**src/hdl/bdq_pkg.sv**
```systemverilog
`default_nettype none

package bdq_pkg;

  // Fixed field widths
  localparam int KIND_W  = 3;
  localparam int POS_W   = 8;
  localparam int DATA_W  = 8;
  localparam int STAT_W  = 2;

  // Default number of ring slots
  localparam int BDQ_DEPTH = 256;

  // Request kinds; the unused code is caught by a default arm
  typedef enum logic [KIND_W-1:0] {
    OP_PUSH_FRONT = 3'd0,
    OP_POP_FRONT  = 3'd1,
    OP_PUSH_BACK  = 3'd2,
    OP_POP_BACK   = 3'd3,
    OP_READ       = 3'd4,
    OP_WRITE      = 3'd5,
    OP_ADD        = 3'd6
  } kind_t;

  // Result status codes
  typedef enum logic [STAT_W-1:0] {
    STAT_OK    = 2'd0,
    STAT_RANGE = 2'd1,
    STAT_FULL  = 2'd2
  } status_t;

  // Slot action carried to the write-back stage
  typedef enum logic [1:0] {
    ACT_NONE  = 2'd0,
    ACT_READ  = 2'd1,
    ACT_WRITE = 2'd2,
    ACT_ADD   = 2'd3
  } act_t;

endpackage

`default_nettype wire

```
**src/hdl/bdq_ram.sv**
```systemverilog
`default_nettype none

module bdq_ram #(
  parameter int WIDTH = 8,
  parameter int DEPTH = 256
) (
  input  wire logic                     clk,
  input  wire logic                     wr_en,
  input  wire logic [$clog2(DEPTH)-1:0] wr_addr,
  input  wire logic [WIDTH-1:0]         wr_data,
  input  wire logic                     rd_en,
  input  wire logic [$clog2(DEPTH)-1:0] rd_addr,
  output logic      [WIDTH-1:0]         rd_data
);

  logic [WIDTH-1:0] mem [DEPTH];

  // One write port, one registered read port (old data on collision)
  always_ff @(posedge clk) begin
    if (wr_en) begin
      mem[wr_addr] <= wr_data;
    end
    if (rd_en) begin
      rd_data <= mem[rd_addr];
    end
  end

endmodule

`default_nettype wire

```
**src/hdl/byte_deque_indexed_top.sv**
```systemverilog
`default_nettype none
// Bounded byte deque with indexed access, held in a ring of DEPTH slots.
// Input channel (in_valid/in_ready): one request with in_kind, in_position,
// in_value. Kinds: push front, pop front, push back, pop back, and read,
// write or add (mod 256) at an index counted from the front.
// Result channel (out_valid/out_ready): one result per request with the byte
// popped or read (zero otherwise), a status (ok, empty/out of range, full)
// and the entry count after the request.
// A request goes from the issue stage to the output register (out_valid) when
// that register is free. Throughput: one request per cycle while the output
// is not stalled. A request reads the slot RAM in the cycle it is taken and
// writes back as it leaves the issue stage; a forwarding register covers a
// request that reads the slot its predecessor writes.
// Stall: an issue stage and an output register sit between the channels, so
// one request is still taken while a finished result waits; after that
// in_ready drops until out_ready frees the output register.
// Reset (rst_n low, synchronous): front pointer and count go to zero and the
// pipeline empties. Slot contents are not cleared and need no clearing pass;
// only slots written by a push are ever read.
module byte_deque_indexed_top #(
  parameter int DEPTH = bdq_pkg::BDQ_DEPTH
) (
  input  wire logic                             clk,
  input  wire logic                             rst_n,
  input  wire logic                             in_valid,
  output logic                                  in_ready,
  input  wire logic [bdq_pkg::KIND_W-1:0]       in_kind,
  input  wire logic [bdq_pkg::POS_W-1:0]        in_position,
  input  wire logic [bdq_pkg::DATA_W-1:0]       in_value,
  output logic                                  out_valid,
  input  wire logic                             out_ready,
  output logic      [bdq_pkg::DATA_W-1:0]       out_value,
  output logic      [bdq_pkg::STAT_W-1:0]       out_status,
  output logic      [$clog2(DEPTH+1)-1:0]       out_entries
);

  import bdq_pkg::*;

  localparam int AW = $clog2(DEPTH);
  localparam int CW = $clog2(DEPTH + 1);
  localparam int XW = ((CW > POS_W) ? CW : POS_W) + 1;

  // Ring state
  logic [AW-1:0]     front_r, front_nxt;
  logic [CW-1:0]     fill_r, fill_nxt;

  // Issue stage (request waiting on its slot read)
  logic              s1_valid_r;
  act_t              s1_act_r, act_nxt;
  logic [AW-1:0]     s1_addr_r;
  logic [DATA_W-1:0] s1_value_r;
  status_t           s1_status_r, status_nxt;
  logic [CW-1:0]     s1_entries_r;

  // Forwarding of a write that collides with the next read
  logic              fwd_hit_r;
  logic [DATA_W-1:0] fwd_data_r;

  // Output register
  logic              out_valid_r;
  logic [DATA_W-1:0] out_value_r;
  status_t           out_status_r;
  logic [CW-1:0]     out_entries_r;

  logic              accept, s1_adv;
  logic [XW-1:0]     offset, sum_raw, sum_wrap, inc_raw, inc_wrap;
  logic [AW-1:0]     ring_addr;
  logic              full, empty, pos_bad;
  logic [DATA_W-1:0] ram_rdata, slot_data, wr_data;
  logic              wr_en;

  // Handshake
  assign s1_adv   = s1_valid_r && (!out_valid_r || out_ready);
  assign in_ready = !s1_valid_r || s1_adv;
  assign accept   = in_valid && in_ready;

  assign full    = (fill_r == CW'(DEPTH));
  assign empty   = (fill_r == '0);
  assign pos_bad = (XW'(in_position) >= XW'(fill_r));

  // Ring address: front plus offset, wrapped once
  assign sum_raw   = XW'(front_r) + offset;
  assign sum_wrap  = (sum_raw >= XW'(DEPTH)) ? (sum_raw - XW'(DEPTH)) : sum_raw;
  assign ring_addr = sum_wrap[AW-1:0];

  // Front after a pop front
  assign inc_raw  = XW'(front_r) + XW'(1);
  assign inc_wrap = (inc_raw >= XW'(DEPTH)) ? '0 : inc_raw;

  // Request decode, status and pointer update
  always_comb begin
    offset     = '0;
    act_nxt    = ACT_NONE;
    status_nxt = STAT_OK;
    front_nxt  = front_r;
    fill_nxt   = fill_r;
    unique case (in_kind)
      OP_PUSH_FRONT: begin
        offset = XW'(DEPTH - 1);
        if (full) begin
          status_nxt = STAT_FULL;
        end else begin
          act_nxt   = ACT_WRITE;
          front_nxt = ring_addr;
          fill_nxt  = fill_r + CW'(1);
        end
      end
      OP_POP_FRONT: begin
        if (empty) begin
          status_nxt = STAT_RANGE;
        end else begin
          act_nxt   = ACT_READ;
          front_nxt = inc_wrap[AW-1:0];
          fill_nxt  = fill_r - CW'(1);
        end
      end
      OP_PUSH_BACK: begin
        offset = XW'(fill_r);
        if (full) begin
          status_nxt = STAT_FULL;
        end else begin
          act_nxt  = ACT_WRITE;
          fill_nxt = fill_r + CW'(1);
        end
      end
      OP_POP_BACK: begin
        offset = XW'(fill_r - CW'(1));
        if (empty) begin
          status_nxt = STAT_RANGE;
        end else begin
          act_nxt  = ACT_READ;
          fill_nxt = fill_r - CW'(1);
        end
      end
      OP_READ, OP_WRITE, OP_ADD: begin
        offset = XW'(in_position);
        if (pos_bad) begin
          status_nxt = STAT_RANGE;
        end else if (in_kind == OP_READ) begin
          act_nxt = ACT_READ;
        end else if (in_kind == OP_WRITE) begin
          act_nxt = ACT_WRITE;
        end else begin
          act_nxt = ACT_ADD;
        end
      end
      default: begin
        status_nxt = STAT_RANGE;
      end
    endcase
  end

  // Slot data seen by the issue stage
  assign slot_data = fwd_hit_r ? fwd_data_r : ram_rdata;
  assign wr_en     = s1_adv && ((s1_act_r == ACT_WRITE) || (s1_act_r == ACT_ADD));
  assign wr_data   = (s1_act_r == ACT_ADD) ? (slot_data + s1_value_r) : s1_value_r;

  bdq_ram #(
    .WIDTH (DATA_W),
    .DEPTH (DEPTH)
  ) u_ram (
    .clk     (clk),
    .wr_en   (wr_en),
    .wr_addr (s1_addr_r),
    .wr_data (wr_data),
    .rd_en   (accept),
    .rd_addr (ring_addr),
    .rd_data (ram_rdata)
  );

  // Control registers
  always_ff @(posedge clk) begin
    if (!rst_n) begin
      front_r     <= '0;
      fill_r      <= '0;
      s1_valid_r  <= 1'b0;
      out_valid_r <= 1'b0;
    end else begin
      if (accept) begin
        front_r <= front_nxt;
        fill_r  <= fill_nxt;
      end
      if (in_ready) begin
        s1_valid_r <= accept;
      end
      if (s1_adv) begin
        out_valid_r <= 1'b1;
      end else if (out_ready) begin
        out_valid_r <= 1'b0;
      end
    end
  end

  // Issue stage payload and forwarding
  always_ff @(posedge clk) begin
    if (accept) begin
      s1_act_r     <= act_nxt;
      s1_addr_r    <= ring_addr;
      s1_value_r   <= in_value;
      s1_status_r  <= status_nxt;
      s1_entries_r <= fill_nxt;
      fwd_hit_r    <= wr_en && (s1_addr_r == ring_addr);
      fwd_data_r   <= wr_data;
    end
  end

  // Output register payload
  always_ff @(posedge clk) begin
    if (s1_adv) begin
      out_value_r   <= (s1_act_r == ACT_READ) ? slot_data : '0;
      out_status_r  <= s1_status_r;
      out_entries_r <= s1_entries_r;
    end
  end

  assign out_valid   = out_valid_r;
  assign out_value   = out_value_r;
  assign out_status  = out_status_r;
  assign out_entries = out_entries_r;

`ifndef SYNTHESIS
  // Count never passes the ring size
  a_fill_bound: assert property (@(posedge clk) disable iff (!rst_n)
    fill_r <= CW'(DEPTH))
    else $error("fill count exceeds depth");

  // A failed request never touches a slot
  a_fail_no_act: assert property (@(posedge clk) disable iff (!rst_n)
    s1_valid_r && (s1_status_r != STAT_OK) |-> (s1_act_r == ACT_NONE))
    else $error("failed request carries a slot action");

  // Reported count matches the ring state right after the request
  a_entries_sync: assert property (@(posedge clk) disable iff (!rst_n)
    accept |=> (s1_entries_r == fill_r))
    else $error("issued count differs from fill");

  // A taken request always reaches the issue stage
  a_accept_issue: assert property (@(posedge clk) disable iff (!rst_n)
    accept |=> s1_valid_r)
    else $error("accepted request lost");
`endif

endmodule

`default_nettype wire

```
**config.mk**
```make
export PLATFORM = sky130hd
export DESIGN_NAME = byte_deque_indexed_top
export DESIGN_NICKNAME = d
export VERILOG_FILES = /design/src/hdl/bdq_pkg.sv /design/src/hdl/bdq_ram.sv /design/src/hdl/byte_deque_indexed_top.sv
export SDC_FILE = /design/constraint.sdc
export NUM_CORES = 2
export LEC_CHECK = 0
export BUFFER_PORTS_ARGS = -buffer_cell sky130_fd_sc_hd__buf_2
export CORE_MARGIN = 1.5
export CORE_UTILIZATION = 40
export CTS_BUF_LIST = sky130_fd_sc_hd__clkbuf_16
export CTS_CLUSTER_DIAMETER = 150
export DETAILED_ROUTE_END_ITERATION = 8
export SLEW_MARGIN = 20
export SYNTH_ARGS = -nofsm -noshare
export SYNTH_HDL_FRONTEND = slang
export SYNTH_HIERARCHICAL = 1
export SYNTH_SLANG_ARGS = --single-unit
```
**constraint.sdc**
```tcl
create_clock -name clk -period 14.8 [get_ports clk]
set_clock_uncertainty 0.05 [all_clocks]
set_input_delay 0.74 -clock clk [delete_from_list [all_inputs] [get_ports clk]]
set_output_delay 0.74 -clock clk [all_outputs]
set_load 0.02 [all_outputs]
```
==> summary.md <==
| Metric | Value |
|---|---|
| Top delay family on crit path | `adder cells` |
| Die footprint | `0.214 sq mm` |
| Antenna violations before repair | `9` |
| CTS H-Tree Depth | `4` |
| Fin Hold WS | `a little over 0.1 ns` |
| Setup Total Neg Slack | `0 ns` |
| Clock latency at the later pin of the worst-skew pair | `between 0.8 and 0.9 ns` |
| Fmax | `~0.16 GHz` |
| Vias | `~42000` |
| Critical Setup Path Class | `flip-flop to flip-flop` |
| Final slew viol count | `0` |
| Nets@finish | `4344` |
| Critical path's slowest cell | `fa_4` |
| Area contributors post-synth | `edfxtp_1, mux4_2, mux2i_1` |
| Final Setup Violations | `0` |
| Worst-Margin Slew | `roughly 1.3 ns` |
| Top cells by count, synth | `edfxtp_1, mux4_2, nor2_1` |
| FP Rows | `roughly 170` |
| CTS Buffer Depth | `3` |
| RSZ-0062 raised after global routing | `false` |
| Postcts setup bufs | `0` |
| Residual DRC | `0` |
| Hold Crit Class | `input port to flip-flop` |
| Ys async rst share | `0` |
| Tcrit/Tclk final | `0.435` |
| Flops & latches, synth | `~2100` |
| Post-Place Cells | `6882` |
| Leakage | `between 20 and 30 nW` |
| Top-area cell type share of the netlist area | `0.752` |
| Worst Setup End Kind | `flip-flop` |
| CP Buf/Inv Count | `3` |
| Setup WS post-layout | `~8.4 ns` |
| PortBufs | `43` |
| Initial Util | `0.402` |
| Reg area | `roughly 0.064 sq mm` |
| Largest net degree at the start of global routing | `194` |
| Clock-pin transition on the worst setup and hold timing paths | `0.07 ns` |
| Vias in the first global route | `between 40000 and 50000` |
| Syn_nets | `roughly 4300` |
| Post-CTS Resized | `0` |
| Cell variety after synth | `83` |
| Worst-path maximum fanout | `40` |
| Worst setup SP type | `flip-flop` |
| Multi-input gate area | `about 0.019 sq mm` |
| Top_reg_cell synth | `edfxtp_1` |
| GRT Overall Usage | `0.198` |
| Synth warn | `6` |
| Min cycle time layout | `about 6.4 ns` |
| Post-CTS Hold Buffers | `8` |
| Die X-Extent | `462 um` |
| CP peak stage delay | `1.05 ns` |
| Vias/cell | `5.83` |
| Syn avg cell area | `about 20 sq um` |
| Core area | `approximately 0.21 sq mm` |
| Post-Syn Instances | `between 4000 and 5000` |
| Peak supply drop | `0.000141 V` |
| Worst Path Arrival | `~7 ns` |
| Rel. slew slack | `0.152` |
| GP Congestion | `0.861` |
| Status | `finished, final reports clean` |
| Routed wire length | `approximately 210000 um` |
| Layout area overhead | `11.7%` |
| Most frequent CP cell | `buf_4` |
| Gr ovfl total | `0` |
| Die Y | `approximately 460 um` |
| Final hold vios | `0` |
| Mapped Area | `0.0843 sq mm` |
| Worst-path cell chain | `inv_1 > ha_1 > a21oi_1 > o22ai_1 > nor2_1 > fa_4 > buf_4 > buf_4 > mux4_2 > a22o_1 > a221oi_1 > o32ai_1 > nor3_1 > nor4_1` |
| Req. time, crit path | `15.32 ns` |
| Max-cap violations | `0` |
| CTS sink cnt | `~2100` |
| Post-synthesis sequential area ratio | `0.757` |
| Synth area leader | `edfxtp_1` |
| Antenna viol nets, final | `0` |
| Most numerous cell in the Yosys netlist | `edfxtp_1` |
| CTS tree | `done` |
| Clock root buffer | `clkbuf_16` |
| Post-placement setup slack | `around 7.5 ns` |
| Fill count | `17600` |
| # IOs | `44` |
| Starting DRC count in detailed routing | `~5500` |
| TritonCTS Buffers | `around 200` |
| Power Dens Cells | `153 mW/mm^2` |
| Wire per inst | `29.2 um` |
| Drt first pass iters | `6` |
| Post-synth EDFFs | `2113` |
| First-pass GRT wire length | `between 300000 and 400000 um` |
| Hpwl dp | `approximately 130000 um` |
| Layout cell share with drive strength beyond 1 | `0.210` |
| Non-Filler Instances | `about 7300` |
## worst register-to-register path, cell delays in order, from the launching register on
cell	delay [ns]
dfxtp_1	0.60
inv_1	0.17
ha_1	0.37
a21oi_1	0.08
o22ai_1	0.17
nor2_1	0.11
fa_4	1.05
buf_4	0.59
buf_4	0.65
mux4_2	0.44
a22o_1	0.30
a221oi_1	0.43
o32ai_1	0.17
nor3_1	0.84
nor4_1	0.16
## metrics by stage
| step | util | total power [mW] | cell area [sq um] |
|---|---|---|---|
| CTS | 0.449 | 14.5 | 94100 |
| detailed placement | 0.418 | 9.42 | 87500 |
| finish | 0.449 | 14.4 | 94200 |
| global route | 0.449 | 14.8 | 94200 |
| floorplan | - | 8.74 | 84300 |
| global placement | 0.417 | 9.39 | 87400 |
## final cells by class
type                    instances  share of cell area
inverters                      29             0.00117
diodes                          3           0.0000797
clock buffers                 206              0.0547
well taps                    2805              0.0373
repair buffers                142              0.0117
clock inverters               163              0.0144
multi-input cells            1784               0.203
flip-flops and latches       2132               0.678
## layout by cell type, fill, tap and decap left out, types with 54 or more instances in the layout
master / Yosys / final
clkinv_1: 2 / 54
inv_1: 27 / 67
mux4_2: 454 / 454
clkbuf_16: 0 / 206
buf_4: 27 / 79
mux2i_1: 136 / 136
edfxtp_1: 2113 / 2113
nand2_1: 56 / 55
a22oi_1: 135 / 135
nor2_1: 318 / 312
a21oi_1: 139 / 139
## per-layer routing
| layer | GRT usage | up-vias | part of all wire |
|---|---|---|---|
| met5 | 0 | - | 0 |
| met4 | 0.0559 | 0 | 0.025 |
| met3 | 0.0314 | 307 | 0.074 |
| met2 | 0.315 | 1801 | 0.48 |
| met1 | 0.282 | 22600 | 0.42 |
| li1 | - | 17700 | - |
## final timing paths
| path | from | end | slack, ns | cells past startpoint |
|---|---|---|---|---|
| worst min-delay path | in_valid | s1_valid_r | 0.10 | 3 |
| worst min register to register | s1_entries_r[1] | out_entries[1] | 0.37 | 0 |
| worst max-delay path | fill_r[0] | u_ram/rd_data[3] | 8.36 | 14 |
| worst max register to register | fill_r[0] | u_ram/rd_data[3] | 8.36 | 14 |
## registers in the layout, indices dropped and copies added, names as in the netlist, 8 cells and up
register / count
s1_entries_r: 9
s1_value_r: 8
out_entries: 9
out_value: 8
u_ram/mem: 2048
front_r: 8
fwd_data_r: 8
s1_addr_r: 8
u_ram/rd_data: 8
fill_r: 9
## cell families (layout without fill, tap and decap cells)
family,Yosys count,after routing,synth area share
compound gates,531,531,0.0436
xor+xnor,24,24,0.00274
fa+ha+maj,28,28,0.00433
buf+inv,289,540,0.0200
flops,2132,2132,0.757
mux,601,601,0.139
other cells,0,3,0
simple gates,600,600,0.0331
## where the power goes
group	leakage [nW]	internal, mW	switching, mW
logic	6.58	0.765	1.52
registers	19.2	6.95	0.0495
clock network	3.33	2.87	2.23
total	29.1	10.6	3.80
(Power assumes the default switching activity.)
